**src/sv/mmc_pkg.sv**
```systemverilog
`timescale 1ns / 1ps
`default_nettype none

package mmc_pkg;

    localparam int WINDOW_LEN_DEF  = 5;
    localparam int SAMPLE_BITS_DEF = 16;

    localparam int FIELD_BITS      = 24;
    // 100 * 256, the scale of one normalized unit in 1/256 steps
    localparam int NORM_SCALE_FRAC = 25600;
    localparam int SCALE_BITS      = 15;

    localparam int NUM_AXES        = 3;

    localparam int NUM_CAL_REGS    = 6;
    localparam int CAL_IDX_BITS    = 3;
    localparam int PADDR_BITS      = 5;
    localparam int PDATA_BITS      = 32;

    typedef logic [CAL_IDX_BITS-1:0] cal_idx_t;

    localparam cal_idx_t REG_X_LOW  = 3'd0;
    localparam cal_idx_t REG_X_HIGH = 3'd1;
    localparam cal_idx_t REG_Y_LOW  = 3'd2;
    localparam cal_idx_t REG_Y_HIGH = 3'd3;
    localparam cal_idx_t REG_Z_LOW  = 3'd4;
    localparam cal_idx_t REG_Z_HIGH = 3'd5;

    typedef enum logic [1:0] {
        AXIS_X,
        AXIS_Y,
        AXIS_Z
    } axis_t;

endpackage

`default_nettype wire

```
**src/sv/magnetometer_median_calibrate_unit.sv**
```systemverilog
`timescale 1ns / 1ps
`default_nettype none

// one reading in flight at a time; a reading without data_ready skips the search and scaling;
// the work per reading is done by the bit-serial divider
// (SAMPLE_BITS+17 steps per axis) and the one-candidate-per-cycle median rank search
// the output register holds a result while the next reading is taken
// reset: windows, held results and window slot cleared, calibration to full scale

module magnetometer_median_calibrate_unit #(
    parameter int WINDOW_LEN  = mmc_pkg::WINDOW_LEN_DEF,
    parameter int SAMPLE_BITS = mmc_pkg::SAMPLE_BITS_DEF
) (
    input  logic                                   clk,
    input  logic                                   rst_n,

    input  logic                                   in_valid,
    output logic                                   in_stall,
    input  logic                                   data_ready,
    input  logic signed [SAMPLE_BITS-1:0]          raw_x,
    input  logic signed [SAMPLE_BITS-1:0]          raw_y,
    input  logic signed [SAMPLE_BITS-1:0]          raw_z,

    output logic                                   out_valid,
    input  logic                                   out_stall,
    output logic signed [mmc_pkg::FIELD_BITS-1:0]  field_x,
    output logic signed [mmc_pkg::FIELD_BITS-1:0]  field_y,
    output logic signed [mmc_pkg::FIELD_BITS-1:0]  field_z,
    output logic signed [SAMPLE_BITS-1:0]          median_x,
    output logic signed [SAMPLE_BITS-1:0]          median_y,
    output logic signed [SAMPLE_BITS-1:0]          median_z,
    output logic                                   fresh,

    input  logic                                   psel,
    input  logic                                   penable,
    input  logic                                   pwrite,
    input  logic [mmc_pkg::PADDR_BITS-1:0]         paddr,
    input  logic [mmc_pkg::PDATA_BITS-1:0]         pwdata,
    output logic [mmc_pkg::PDATA_BITS-1:0]         prdata,
    output logic                                   pready
);
    import mmc_pkg::*;

    localparam int IW          = $clog2(WINDOW_LEN);
    localparam int CW          = $clog2(WINDOW_LEN+1);
    localparam int MEDIAN_RANK = WINDOW_LEN / 2;
    localparam int PROD_BITS   = SAMPLE_BITS + 1 + SCALE_BITS;
    localparam int DIV_BITS    = PROD_BITS + 1;

    localparam logic [DIV_BITS-1:0] Q_POS_LIM = DIV_BITS'((1 << (FIELD_BITS-1)) - 1);
    localparam logic [DIV_BITS-1:0] Q_NEG_LIM = DIV_BITS'(1 << (FIELD_BITS-1));

    localparam logic signed [FIELD_BITS-1:0] FIELD_MAX = {1'b0, {(FIELD_BITS-1){1'b1}}};
    localparam logic signed [FIELD_BITS-1:0] FIELD_MIN = {1'b1, {(FIELD_BITS-1){1'b0}}};

    localparam logic signed [SAMPLE_BITS-1:0] CAL_LOW_RST  = {1'b1, {(SAMPLE_BITS-1){1'b0}}};
    localparam logic signed [SAMPLE_BITS-1:0] CAL_HIGH_RST = {1'b0, {(SAMPLE_BITS-1){1'b1}}};

    typedef enum logic [2:0] {
        S_IDLE,
        S_RANK,
        S_SCALE,
        S_MUL,
        S_DIV,
        S_ROUND,
        S_SAT,
        S_DONE
    } state_t;

    // ---------------- configuration ----------------
    logic signed [SAMPLE_BITS-1:0] cal_reg [NUM_CAL_REGS];
    cal_idx_t                      cal_idx;
    logic                          cal_hit;
    logic                          cal_wr;

    assign cal_idx = paddr[PADDR_BITS-1:2];
    assign cal_hit = cal_idx < CAL_IDX_BITS'(NUM_CAL_REGS);
    assign cal_wr  = psel && penable && pwrite;
    assign pready  = 1'b1;

    always_ff @(posedge clk or negedge rst_n)
    begin
        if (!rst_n)
        begin
            for (int i = 0; i < NUM_CAL_REGS; i++)
            begin
                cal_reg[i] <= (i % 2 == 0) ? CAL_LOW_RST : CAL_HIGH_RST;
            end
        end
        else if (cal_wr && cal_hit)
        begin
            cal_reg[cal_idx] <= pwdata[SAMPLE_BITS-1:0];
        end
    end

    always_comb
    begin
        prdata = '0;
        if (cal_hit)
        begin
            prdata = PDATA_BITS'(cal_reg[cal_idx]);
        end
    end

    // ---------------- sequencer and datapath registers ----------------
    state_t                        state_reg;
    axis_t                         axis_reg;
    logic [IW-1:0]                 idx_reg;
    logic [IW-1:0]                 pos_reg;
    logic                          out_valid_reg;
    logic                          div_start_reg;
    logic signed [FIELD_BITS-1:0]  field_held_reg [NUM_AXES];
    logic signed [SAMPLE_BITS-1:0] median_held_reg [NUM_AXES];

    logic                          fresh_reg;
    logic signed [SAMPLE_BITS-1:0] med_reg;
    logic [SAMPLE_BITS:0]          absd_reg;
    logic [SAMPLE_BITS-1:0]        divisor_reg;
    logic                          neg_reg;
    logic                          zero_reg;
    logic [DIV_BITS-1:0]           dividend_reg;
    logic [DIV_BITS-1:0]           q_reg;
    logic signed [FIELD_BITS-1:0]  out_field_reg [NUM_AXES];
    logic signed [SAMPLE_BITS-1:0] out_median_reg [NUM_AXES];
    logic                          out_fresh_reg;

    logic                          accept;
    logic                          out_take;
    logic                          out_load;
    logic                          median_hit;

    logic signed [SAMPLE_BITS-1:0] rd_value;
    logic [CW-1:0]                 lt_count;
    logic [CW-1:0]                 le_count;

    logic signed [SAMPLE_BITS-1:0] cal_lo;
    logic signed [SAMPLE_BITS-1:0] cal_hi;
    logic signed [SAMPLE_BITS+1:0] num_diff;
    logic signed [SAMPLE_BITS:0]   den_diff;
    logic [SAMPLE_BITS:0]          num_abs;
    logic [SAMPLE_BITS-1:0]        den_abs;
    logic [PROD_BITS-1:0]          prod;
    logic [DIV_BITS:0]             q_sum;
    logic [DIV_BITS-1:0]           quotient;
    logic                          div_done;
    logic signed [FIELD_BITS-1:0]  sat_value;

    assign in_stall   = state_reg != S_IDLE;
    assign accept     = in_valid && !in_stall;
    assign out_take   = out_valid_reg && !out_stall;
    assign out_load   = (state_reg == S_DONE) && (!out_valid_reg || !out_stall);
    assign median_hit = (lt_count <= CW'(MEDIAN_RANK)) && (le_count > CW'(MEDIAN_RANK));

    mmc_window #(
        .WINDOW_LEN  (WINDOW_LEN),
        .SAMPLE_BITS (SAMPLE_BITS)
    ) u_window (
        .clk      (clk),
        .rst_n    (rst_n),
        .wr_en    (accept && data_ready),
        .wr_pos   (pos_reg),
        .wr_x     (raw_x),
        .wr_y     (raw_y),
        .wr_z     (raw_z),
        .rd_axis  (axis_reg),
        .rd_idx   (idx_reg),
        .rd_value (rd_value),
        .lt_count (lt_count),
        .le_count (le_count)
    );

    mmc_divider #(
        .NUM_BITS (DIV_BITS),
        .DEN_BITS (SAMPLE_BITS)
    ) u_divider (
        .clk      (clk),
        .rst_n    (rst_n),
        .start    (div_start_reg),
        .dividend (dividend_reg),
        .divisor  (divisor_reg),
        .quotient (quotient),
        .done     (div_done)
    );

    always_comb
    begin
        unique case (axis_reg)
            AXIS_X:
            begin
                cal_lo = cal_reg[REG_X_LOW];
                cal_hi = cal_reg[REG_X_HIGH];
            end
            AXIS_Y:
            begin
                cal_lo = cal_reg[REG_Y_LOW];
                cal_hi = cal_reg[REG_Y_HIGH];
            end
            default:
            begin
                cal_lo = cal_reg[REG_Z_LOW];
                cal_hi = cal_reg[REG_Z_HIGH];
            end
        endcase
    end

    // 2*m - lo - hi over hi - lo, split into magnitudes and a sign
    assign num_diff = (SAMPLE_BITS+2)'(med_reg) + (SAMPLE_BITS+2)'(med_reg)
                    - (SAMPLE_BITS+2)'(cal_lo) - (SAMPLE_BITS+2)'(cal_hi);
    assign den_diff = (SAMPLE_BITS+1)'(cal_hi) - (SAMPLE_BITS+1)'(cal_lo);
    assign num_abs  = num_diff[SAMPLE_BITS+1] ? (SAMPLE_BITS+1)'(-num_diff)
                                              : (SAMPLE_BITS+1)'(num_diff);
    assign den_abs  = den_diff[SAMPLE_BITS] ? SAMPLE_BITS'(-den_diff) : SAMPLE_BITS'(den_diff);

    assign prod = PROD_BITS'(absd_reg) * PROD_BITS'(NORM_SCALE_FRAC);

    // quotient is floor(2n/d); adding one and halving rounds half away from zero
    assign q_sum = {1'b0, quotient} + (DIV_BITS+1)'(1);

    always_comb
    begin
        priority if (zero_reg)
        begin
            sat_value = '0;
        end
        else if (neg_reg)
        begin
            sat_value = (q_reg > Q_NEG_LIM) ? FIELD_MIN : -$signed(q_reg[FIELD_BITS-1:0]);
        end
        else
        begin
            sat_value = (q_reg > Q_POS_LIM) ? FIELD_MAX : $signed(q_reg[FIELD_BITS-1:0]);
        end
    end

    always_ff @(posedge clk or negedge rst_n)
    begin
        if (!rst_n)
        begin
            state_reg     <= S_IDLE;
            axis_reg      <= AXIS_X;
            idx_reg       <= '0;
            pos_reg       <= '0;
            out_valid_reg <= 1'b0;
            div_start_reg <= 1'b0;
            for (int a = 0; a < NUM_AXES; a++)
            begin
                field_held_reg[a]  <= '0;
                median_held_reg[a] <= '0;
            end
        end
        else
        begin
            div_start_reg <= (state_reg == S_MUL) && !zero_reg;
            // a new result replaces a taken one in the same cycle
            out_valid_reg <= out_load || (out_valid_reg && !out_take);
            unique case (state_reg)
                S_IDLE:
                begin
                    if (accept)
                    begin
                        axis_reg <= AXIS_X;
                        idx_reg  <= '0;
                        if (data_ready)
                        begin
                            pos_reg   <= (pos_reg == IW'(WINDOW_LEN-1)) ? '0 : pos_reg + 1'b1;
                            state_reg <= S_RANK;
                        end
                        else
                        begin
                            state_reg <= S_DONE;
                        end
                    end
                end
                S_RANK:
                begin
                    if (median_hit)
                    begin
                        state_reg <= S_SCALE;
                    end
                    else
                    begin
                        idx_reg <= idx_reg + 1'b1;
                    end
                end
                S_SCALE:
                begin
                    state_reg <= S_MUL;
                end
                S_MUL:
                begin
                    if (zero_reg)
                    begin
                        state_reg <= S_ROUND;
                    end
                    else
                    begin
                        state_reg <= S_DIV;
                    end
                end
                S_DIV:
                begin
                    if (div_done)
                    begin
                        state_reg <= S_ROUND;
                    end
                end
                S_ROUND:
                begin
                    state_reg <= S_SAT;
                end
                S_SAT:
                begin
                    for (int a = 0; a < NUM_AXES; a++)
                    begin
                        if (axis_reg == axis_t'(a))
                        begin
                            field_held_reg[a]  <= sat_value;
                            median_held_reg[a] <= med_reg;
                        end
                    end
                    if (axis_reg == AXIS_Z)
                    begin
                        state_reg <= S_DONE;
                    end
                    else
                    begin
                        axis_reg  <= (axis_reg == AXIS_X) ? AXIS_Y : AXIS_Z;
                        idx_reg   <= '0;
                        state_reg <= S_RANK;
                    end
                end
                S_DONE:
                begin
                    if (out_load)
                    begin
                        state_reg <= S_IDLE;
                    end
                end
                default:
                begin
                    state_reg <= S_IDLE;
                end
            endcase
        end
    end

    always_ff @(posedge clk)
    begin
        if (accept)
        begin
            fresh_reg <= data_ready;
        end
        if ((state_reg == S_RANK) && median_hit)
        begin
            med_reg <= rd_value;
        end
        if (state_reg == S_SCALE)
        begin
            absd_reg    <= num_abs;
            divisor_reg <= den_abs;
            neg_reg     <= num_diff[SAMPLE_BITS+1] ^ den_diff[SAMPLE_BITS] ^ (axis_reg != AXIS_Z);
            zero_reg    <= den_diff == '0;
        end
        if (state_reg == S_MUL)
        begin
            dividend_reg <= {prod, 1'b0};
        end
        if (state_reg == S_ROUND)
        begin
            q_reg <= q_sum[DIV_BITS:1];
        end
        if (out_load)
        begin
            for (int a = 0; a < NUM_AXES; a++)
            begin
                out_field_reg[a]  <= field_held_reg[a];
                out_median_reg[a] <= median_held_reg[a];
            end
            out_fresh_reg <= fresh_reg;
        end
    end

    assign out_valid = out_valid_reg;
    assign field_x   = out_field_reg[0];
    assign field_y   = out_field_reg[1];
    assign field_z   = out_field_reg[2];
    assign median_x  = out_median_reg[0];
    assign median_y  = out_median_reg[1];
    assign median_z  = out_median_reg[2];
    assign fresh     = out_fresh_reg;

endmodule

`default_nettype wire

```
**src/sv/mmc_window.sv**
```systemverilog
`timescale 1ns / 1ps
`default_nettype none

module mmc_window #(
    parameter int WINDOW_LEN  = mmc_pkg::WINDOW_LEN_DEF,
    parameter int SAMPLE_BITS = mmc_pkg::SAMPLE_BITS_DEF
) (
    input  logic                                 clk,
    input  logic                                 rst_n,
    input  logic                                 wr_en,
    input  logic [$clog2(WINDOW_LEN)-1:0]        wr_pos,
    input  logic signed [SAMPLE_BITS-1:0]        wr_x,
    input  logic signed [SAMPLE_BITS-1:0]        wr_y,
    input  logic signed [SAMPLE_BITS-1:0]        wr_z,
    input  mmc_pkg::axis_t                       rd_axis,
    input  logic [$clog2(WINDOW_LEN)-1:0]        rd_idx,
    output logic signed [SAMPLE_BITS-1:0]        rd_value,
    output logic [$clog2(WINDOW_LEN+1)-1:0]      lt_count,
    output logic [$clog2(WINDOW_LEN+1)-1:0]      le_count
);
    import mmc_pkg::*;

    localparam int CW = $clog2(WINDOW_LEN+1);

    logic signed [SAMPLE_BITS-1:0] win_reg [NUM_AXES][WINDOW_LEN];
    logic signed [SAMPLE_BITS-1:0] row [WINDOW_LEN];
    logic signed [SAMPLE_BITS-1:0] cand;
    logic [CW-1:0]                 lt_sum;
    logic [CW-1:0]                 le_sum;

    always_ff @(posedge clk or negedge rst_n)
    begin
        if (!rst_n)
        begin
            for (int a = 0; a < NUM_AXES; a++)
            begin
                for (int j = 0; j < WINDOW_LEN; j++)
                begin
                    win_reg[a][j] <= '0;
                end
            end
        end
        else if (wr_en)
        begin
            win_reg[0][wr_pos] <= wr_x;
            win_reg[1][wr_pos] <= wr_y;
            win_reg[2][wr_pos] <= wr_z;
        end
    end

    always_comb
    begin
        unique case (rd_axis)
            AXIS_X:  row = win_reg[0];
            AXIS_Y:  row = win_reg[1];
            default: row = win_reg[2];
        endcase
    end

    assign cand = row[rd_idx];

    // rank of the candidate: the median is the entry whose rank range holds the middle slot
    always_comb
    begin
        lt_sum = '0;
        le_sum = '0;
        for (int j = 0; j < WINDOW_LEN; j++)
        begin
            lt_sum = lt_sum + CW'(row[j] <  cand);
            le_sum = le_sum + CW'(row[j] <= cand);
        end
    end

    assign rd_value = cand;
    assign lt_count = lt_sum;
    assign le_count = le_sum;

endmodule

`default_nettype wire

```
**src/sv/mmc_divider.sv**
```systemverilog
`timescale 1ns / 1ps
`default_nettype none

module mmc_divider #(
    parameter int NUM_BITS = 33,
    parameter int DEN_BITS = 16
) (
    input  logic                clk,
    input  logic                rst_n,
    input  logic                start,
    input  logic [NUM_BITS-1:0] dividend,
    input  logic [DEN_BITS-1:0] divisor,
    output logic [NUM_BITS-1:0] quotient,
    output logic                done
);

    localparam int CNT_BITS = $clog2(NUM_BITS+1);

    logic [NUM_BITS-1:0] quo_reg;
    logic [DEN_BITS-1:0] rem_reg;
    logic [CNT_BITS-1:0] cnt_reg;
    logic                busy_reg;
    logic                done_reg;
    logic [DEN_BITS:0]   rem_shift;
    logic [DEN_BITS:0]   trial;
    logic                fits;

    // restoring division, one quotient bit per cycle
    assign rem_shift = {rem_reg, quo_reg[NUM_BITS-1]};
    assign fits      = rem_shift >= {1'b0, divisor};
    assign trial     = rem_shift - {1'b0, divisor};

    always_ff @(posedge clk or negedge rst_n)
    begin
        if (!rst_n)
        begin
            busy_reg <= 1'b0;
            done_reg <= 1'b0;
            cnt_reg  <= '0;
        end
        else
        begin
            done_reg <= 1'b0;
            if (start)
            begin
                busy_reg <= 1'b1;
                cnt_reg  <= CNT_BITS'(NUM_BITS);
            end
            else if (busy_reg)
            begin
                cnt_reg <= cnt_reg - 1'b1;
                if (cnt_reg == CNT_BITS'(1))
                begin
                    busy_reg <= 1'b0;
                    done_reg <= 1'b1;
                end
            end
        end
    end

    always_ff @(posedge clk)
    begin
        if (start)
        begin
            quo_reg <= dividend;
            rem_reg <= '0;
        end
        else if (busy_reg)
        begin
            quo_reg <= {quo_reg[NUM_BITS-2:0], fits};
            rem_reg <= fits ? trial[DEN_BITS-1:0] : rem_shift[DEN_BITS-1:0];
        end
    end

    assign quotient = quo_reg;
    assign done     = done_reg;

endmodule

`default_nettype wire

```
**config.mk**
```make
export PLATFORM = sky130hd
export DESIGN_NAME = magnetometer_median_calibrate_unit
export DESIGN_NICKNAME = d
export VERILOG_FILES = /design/src/sv/mmc_pkg.sv /design/src/sv/magnetometer_median_calibrate_unit.sv /design/src/sv/mmc_window.sv /design/src/sv/mmc_divider.sv
export SDC_FILE = /design/constraint.sdc
export NUM_CORES = 1
export LEC_CHECK = 0
export BUFFER_PORTS_ARGS = -buffer_cell sky130_fd_sc_hd__buf_4
export CAP_MARGIN = 20
export CORE_MARGIN = 1
export CORE_UTILIZATION = 54
export CTS_BUF_LIST = sky130_fd_sc_hd__clkbuf_16
export DETAILED_ROUTE_END_ITERATION = 6
export PLACE_DENSITY = 0.72
export SLEW_MARGIN = 25
export SYNTH_ARGS = -nofsm -noshare
export SYNTH_HDL_FRONTEND = slang
export SYNTH_SLANG_ARGS = --single-unit
export TNS_END_PERCENT = 50
```
**constraint.sdc**
```tcl
create_clock -name clk -period 8.8 [get_ports clk]
set_input_delay 0 -clock clk [delete_from_list [all_inputs] [get_ports clk]]
set_output_delay 0 -clock clk [all_outputs]
set_load 0.05 [all_outputs]
```
# [Word-level counts from Yosys, hierarchy flattened]
# Memories as Yosys holds them, arrays and structs flattened.
# Index checks and enable logic that the tools add are counted.
# W data, S select, Z words.
[op_classes] order_cmp=21 muxes=54 mul=1 bitwise_logic=5 reduce_logical=34 eq_ne=18 addsub=20
[ops] op="$bwmux W80" n=3
[ops] op="$pmux W80 S2" n=1
[ops] op="$mux W16" n=8
[ops] op="$bmux W16 S3" n=2
[ops] op="$bwmux W96" n=1
[ops] op="$demux W16 S3" n=2
[ops] op="$mux W24" n=4
[ops] op="$le A16 B16 Y1" n=5
[ops] op="$lt A16 B16 Y1" n=5
[ops] op="$mux W33" n=2
[ops] op="$pmux W16 S2" n=2
[ops] op="$add A33 B1 Y34 const B" n=1
[ops] op="$gt A33 B23 Y1 const B" n=1
[ops] op="$gt A33 B24 Y1 const B" n=1
[ops] op="$mux W32" n=1
[ops] op="$mux W3" n=10
[ops] op="$neg A24 Y24" n=1
[ops] op="$pmux W3 S8" n=1
[ops] op="$mul A17 B5 Y22 const B" n=1
[ops] op="$add A3 B1 Y3" n=6
[ops] op="$sub A17 B16 Y18" n=1
[ops] op="$sub A18 B16 Y18" n=1
[ops] op="$add A16 B16 Y17" n=1
[ops] op="$ge A17 B16 Y1" n=1
[ops] op="39 further kinds" n=91
[totals] ramBits=120 mem_count=2 out_inout_bits=156 input_bits=93 reg_bits=634
[mem_list] name="out_field_reg" depth=3 width=24 rd=3 rd_ports_with_merged_regs=0 write_ports=3 line_no="magnetometer_median_calibrate_unit.sv:123" text="logic signed [FIELD_BITS-1:0] out_field_reg [NUM_AXES];"
[mem_list] name="out_median_reg" depth=3 width=16 rd=3 rd_ports_with_merged_regs=0 write_ports=3 line_no="magnetometer_median_calibrate_unit.sv:124" text="logic signed [SAMPLE_BITS-1:0] out_median_reg [NUM_AXES];"

# [Logic depth before layout (Yosys ltp)]
[depth] word_depth=14 depth_mapped=35 depth_no_buf=32

# [By module]
# Synthesis repeated with hierarchy kept, for this count alone.
[unflattened] hier_cells=3302 area_unflattened_um2=39854.5
[by_module_without_submodules] module="magnetometer_median_calibrate_unit" instances=1 cells_each=1887 area_per_inst_um2=23074.6
[by_module_without_submodules] module="mmc_window" instances=1 cells_each=1116 area_per_inst_um2=13490.4
[by_module_without_submodules] module="mmc_divider" instances=1 cells_each=299 area_per_inst_um2=3289.4

# [Worst setup path after synthesis]
# Ideal clock, no wire load.
[synth_path] kind="register to register" start="register axis_reg[0]" end="register med_reg[0] (enable)" slack_ns=1.190 period_less_slack_ns=7.610 t_arrival_ns=7.179 n_path_buf=4 stages_incl_launch_ff=28 setup_ns=0.431 cell_sequence="dfrtp_1 clkbuf_1 buf_2 buf_2 buf_1 mux2i_1 nor2_1 a21oi_1 o22ai_1 ha_1 nor2b_1 o21a_1 o21a_1 o21a_1 o21a_1 o21a_1 o211ai_1 a21oi_1 or3_1 ha_1 inv_1 fa_1 inv_1 ha_1 fa_1 a21oi_1 nor2_1 nor4bb_1"
[synth_via] elab_chain_cells=13 elab_cells_between_ends=28
[synth_lines] item="from (decl)" line_no="magnetometer_median_calibrate_unit.sv:107" text="axis_t axis_reg;"
[synth_lines] item="from (signal assigned)" line_no="magnetometer_median_calibrate_unit.sv:327" text="axis_reg <= (axis_reg == AXIS_X) ? AXIS_Y : AXIS_Z;"
[synth_lines] item="$eq A2 B1 Y1 or $logic_not A2 Y1 (tied branches)" line_no="mmc_window.sv:53" text="unique case (rd_axis)"
[synth_lines] item="$pmux W80 S2 (*)" line_no="mmc_window.sv:53"
[synth_lines] item="$bmux W16 S3 (*)" line_no="mmc_window.sv:60" text="assign cand = row[rd_idx];"
[synth_lines] item="$mux W16 (implied by the code) (*) (2 in series)" line_no="mmc_window.sv:60"
[synth_lines] item="net rd_value[0]" line_no="magnetometer_median_calibrate_unit.sv:132" text="logic signed [SAMPLE_BITS-1:0] rd_value;"
[synth_lines] item="$lt A16 B16 Y1 or $le A16 B16 Y1 (tied branches)" line_no="mmc_window.sv:69, mmc_window.sv:70"
[synth_lines] item="$add A1 B1 Y2, on equally long branches" line_no="mmc_window.sv:69, mmc_window.sv:70"
[synth_lines] item="$add A3 B1 Y3, on equally long branches (3 in series)" line_no="mmc_window.sv:69, mmc_window.sv:70"
[synth_lines] item="$le A3 B2 Y1 or $gt A3 B2 Y1 (tied branches)" line_no="magnetometer_median_calibrate_unit.sv:152" text="assign median_hit = (lt_count <= CW'(MEDIAN_RANK)) && (le_count > CW'(MEDIAN_RANK));"
[synth_lines] item="$logic_and A1 B1 Y1 (*)" line_no="magnetometer_median_calibrate_unit.sv:152"
[synth_lines] item="$logic_and A1 B1 Y1 (*)" line_no="magnetometer_median_calibrate_unit.sv:353" text="if ((state_reg == S_RANK) && median_hit)"
[synth_lines] item="to (signal assigned)" line_no="magnetometer_median_calibrate_unit.sv:355" text="med_reg <= rd_value;"
[synth_lines] item="to (decl)" line_no="magnetometer_median_calibrate_unit.sv:116" text="logic signed [SAMPLE_BITS-1:0] med_reg;"
# The timed path passes the listed nets; every way through them passes the cells marked *. The select of a mux whose other input is x is not followed.
# A chain may end at the register's enable or synchronous reset.

# [Worst setup path in the final report]
[layout_path] start="register axis_reg[0]" end="register idx_reg[0]"
[layout_via] elab_chain_cells=14 elab_cells_between_ends=31
[layout_lines] item="$eq A2 B1 Y1 or $logic_not A2 Y1 (tied branches)" line_no="mmc_window.sv:53"
[layout_lines] item="$pmux W80 S2 (*)" line_no="mmc_window.sv:53"
[layout_lines] item="$bmux W16 S3 (*)" line_no="mmc_window.sv:60"
[layout_lines] item="$mux W16 (implied by the code) (*) (2 in series)" line_no="mmc_window.sv:60"
[layout_lines] item="net rd_value[9]" line_no="magnetometer_median_calibrate_unit.sv:132"
[layout_lines] item="$lt A16 B16 Y1 or $le A16 B16 Y1 (tied branches)" line_no="mmc_window.sv:69, mmc_window.sv:70"
[layout_lines] item="$add A1 B1 Y2, on equally long branches" line_no="mmc_window.sv:69, mmc_window.sv:70"
[layout_lines] item="$add A3 B1 Y3, on equally long branches (3 in series)" line_no="mmc_window.sv:69, mmc_window.sv:70"
[layout_lines] item="$le A3 B2 Y1 or $gt A3 B2 Y1 (tied branches)" line_no="magnetometer_median_calibrate_unit.sv:152"
[layout_lines] item="$logic_and A1 B1 Y1 (*)" line_no="magnetometer_median_calibrate_unit.sv:152"
[layout_lines] item="$ne A2 B2 Y1 (no line) (*)"
[layout_lines] item="$reduce_and A4 Y1 (no line) (*)"
[layout_lines] item="to (signal assigned)" line_no="magnetometer_median_calibrate_unit.sv:282" text="idx_reg <= idx_reg + 1'b1;"
[layout_lines] item="to (decl)" line_no="magnetometer_median_calibrate_unit.sv:108" text="logic [IW-1:0] idx_reg;"
# Marks and branches as above.

==> results by group <==
Clocking
  • Clock-pin slew on the worst setup and hold paths: 0.06 ns
  • # H-tree levels: 3
  • Post-CTS setup buffer count: 0
  • PostCTS Resize Cnt: 0
  • Clock Sinks: 754
  • CTS tree: yes
  • Cts bufs inserted: 80
  • Quantity of hold-fixing buffers added after cts: about 70
  • CTS root buf: clkbuf_16
  • Maximum root-to-sink buffer count: 3
  • Later-pin clock latency in the skew report: ~0.65 ns

Drt
  • DR WL met3: a little over 4000 um
  • DRC viols: 0
  • DR pass1 iterations: 6
  • Highest routed layer: met5
  • Via count: 26.19k
  • Vias/cell: about 5.7
  • Wirelength per Cell: between 15 and 20 um
  • DRT iter0 DRCs: roughly 1.7k
  • Routed length on met1: 39140 um
  • Metal2 WL: 43610 um
  • Final antenna-violating net count: 0
  • Drt total wl: 89150 um

Status
  • Failing checks: hold timing
  • Outcome: finished with violations

Worst setup path
  • Max Fanout on Critical Path: 45
  • Worst Path Required: 9.32 ns
  • Worst stage delay on the critical path: ~0.94 ns
  • Reg2reg setup slack: around 1.6 ns
  • FF-to-FF End: idx_reg[0]
  • CP Class: flop to flop
  • Reg-to-reg startpoint: axis_reg[0]
  • Startpoint types: flop
  • Crit path max-delay cell type: dfrtp_4
  • CP dominant cell by count: o21ai_0
  • CP endpoint kind: flop
  • Setup crit start: axis_reg[0]
  • Reg2Reg Depth: 29
  • Arrival @ worst endpoint: 7.75 ns

Synth
  • Leading area contributor after synthesis: dfrtp_1
  • Main flop type after synthesis: dfrtp_1
  • Ranking of synthesized cells by area: dfrtp_1 27%, edfxtp_1 20%, mux2_2 12%, ha_1 6.7%, mux2i_1 3.3%
  • Mapped Area: 39240 um^2
  • Post-synth top area share: 0.2736
  • Yosys warns: 0
  • Ys async rst share: 0.6326
  • Syn_nets: 3681
  • Synthesized instance count: around 3.3k
  • Seq/Total Area, Yosys: 0.5137
  • Number of enable flip-flop cells after synthesis: about 260
  • FF+latch count, synth: 754
  • Syn_area_per_cell: 11.73 um^2
  • Synth unique cells: 86

Floorplan
  • Chip height: approximately 270 um
  • Starting Density: 0.5470
  • # rows: 98
  • Core outline area: 71730 um^2
  • Die area: roughly 74000 um^2
  • Width of the chip: 271.6 um
  • I/O pin count: 249

Timing
  • WHS: -0.03210 ns
  • Setup_tns: 0 ns
  • Worst Max-Slew Pin Slew: 1.087 ns
  • Final worst path period need: 7.226 ns
  • Final setup fails: 0
  • Hold Fails Final Rpt: 11
  • Period utilisation layout: 0.8212
  • Final max-slew violation count: 0
  • RSZ-0062 raised after global routing: no
  • Maximum operating frequency: 138.4 MHz
  • Worst Slack Setup Final: between 1.5 and 2 ns
  • Final Skew: 0.02559 ns
  • Slew headroom: 0.2748

Layout
  • Inserted Diodes: 0
  • Commonest non-fill, non-tap cell in the layout: mux2_2
  • Fin nets: 3934
  • Reg area: slightly above 20000 um^2
  • Layout cells sized above 1: 0.2537
  • Area grow syn2layout: 15.48%
  • Max FFs per register: 240
  • # fillers: around 5.5k
  • Area of the multi-input gates: 17690 um^2
  • Most frequent cells in the layout: 427 x mux2_2, 425 x dfrtp_1, 284 x nand2_1

Min path
  • Worst hold path type: primary input to async pin

Global routing
  • Overflow after GRT: 0
  • Initial antenna violation count: 3
  • Largest net degree at the start of global routing: 170
  • Vias in the first global route: 25.78k
  • Total track usage: 0.2416
  • First-pass GRT wire length: 140800 um

Placed design
  • Post-DP HPWL: 61770 um
  • Dpl ws: about 1.6 ns
  • Placer congestion estimate: 0.9077
  • I/O Buffers: roughly 230

Job
  • # Max-Cap Violations: 0
-- cell families (layout without fill, tap and decap cells) --
group | Yosys count | after routing | share of synthesized area
AND/OR/NAND/NOR | 725 | 725 | 0.08852
XOR/XNOR | 121 | 121 | 0.02701
multiplexers | 558 | 558 | 0.1563
buffers and inverters | 381 | 702 | 0.03900
AO/OA/AOI/OAI | 562 | 562 | 0.09139
other | 1 | 1 | 0.00009557
flip-flops | 754 | 754 | 0.5137
adder cells (fa/ha/maj) | 243 | 243 | 0.08400
-- critical path: cells and delay by family (launching register included) --
family | cells | cell delay [ns]
AOI/OAI and AO/OA | 10 | 1.69
adders and majority gates | 5 | 1.46
and+or+nand+nor | 6 | 1.25
DFF | 1 | 0.94
muxes | 3 | 0.86
buffers and inverters | 5 | 0.85
-- cells in the mapped netlist, types with 16 or more instances --
cell type	number
ha_1	209
a22oi_1	50
buf_4	17
dfstp_2	48
a21oi_1	117
or3_1	19
nor3_1	36
a31oi_1	19
nor2b_1	32
mux2i_1	129
nand2_1	285
mux2_2	427
dfrtp_1	429
xnor2_1	89
edfxtp_1	261
o22ai_1	23
nor2_1	146
o21a_1	33
nand4_1	36
buf_1	27
clkbuf_1	116
inv_1	212
a21o_1	18
dfxtp_1	16
xor2_1	32
a211oi_1	16
nand3_1	62
o21ai_0	175
fa_1	34
nand2b_1	22
o31ai_1	27
-- worst max-delay path by stage --
stage                            end  slack, ns
final                     idx_reg[0]       1.57
after global routing      idx_reg[0]       1.15
after CTS                 idx_reg[0]       1.60
after detailed placement  idx_reg[0]       1.61
after global placement    idx_reg[0]       1.67
after floorplan           med_reg[0]       1.19
-- layer usage --
layer / GRT usage / up-vias
li1: - / 12508
met1: 0.3245 / 12918
met2: 0.4070 / 623
met3: 0.03521 / 136
met4: 0.07082 / 6
met5: 0 / -
-- area by class of cell --
type | instances | area share
sequential | 754 | 0.4450
multi-input combinational | 2210 | 0.3905
timing repair buffer | 340 | 0.06155
clock buffer | 84 | 0.04639
tap | 950 | 0.02623
inverter | 212 | 0.01756
clock inverter | 66 | 0.01270
-- metrics by stage --
stage	hold slack, ns	util	instances	cell area (um^2)
5_1_grt	0.03341	0.6316	4616	45310
3_3_place_gp	0.1134	0.5837	4393	41870
4_1_cts	0.02019	0.6313	4615	45280
3_5_place_dp	0.1121	0.5839	4393	41880
6_report	-0.03210	0.6316	4616	45310
2_1_floorplan	-0.2956	-	3345	39240
Power is not shown: default switching activity piles up to over one toggle a cycle in this logic, so the estimate is an artifact.
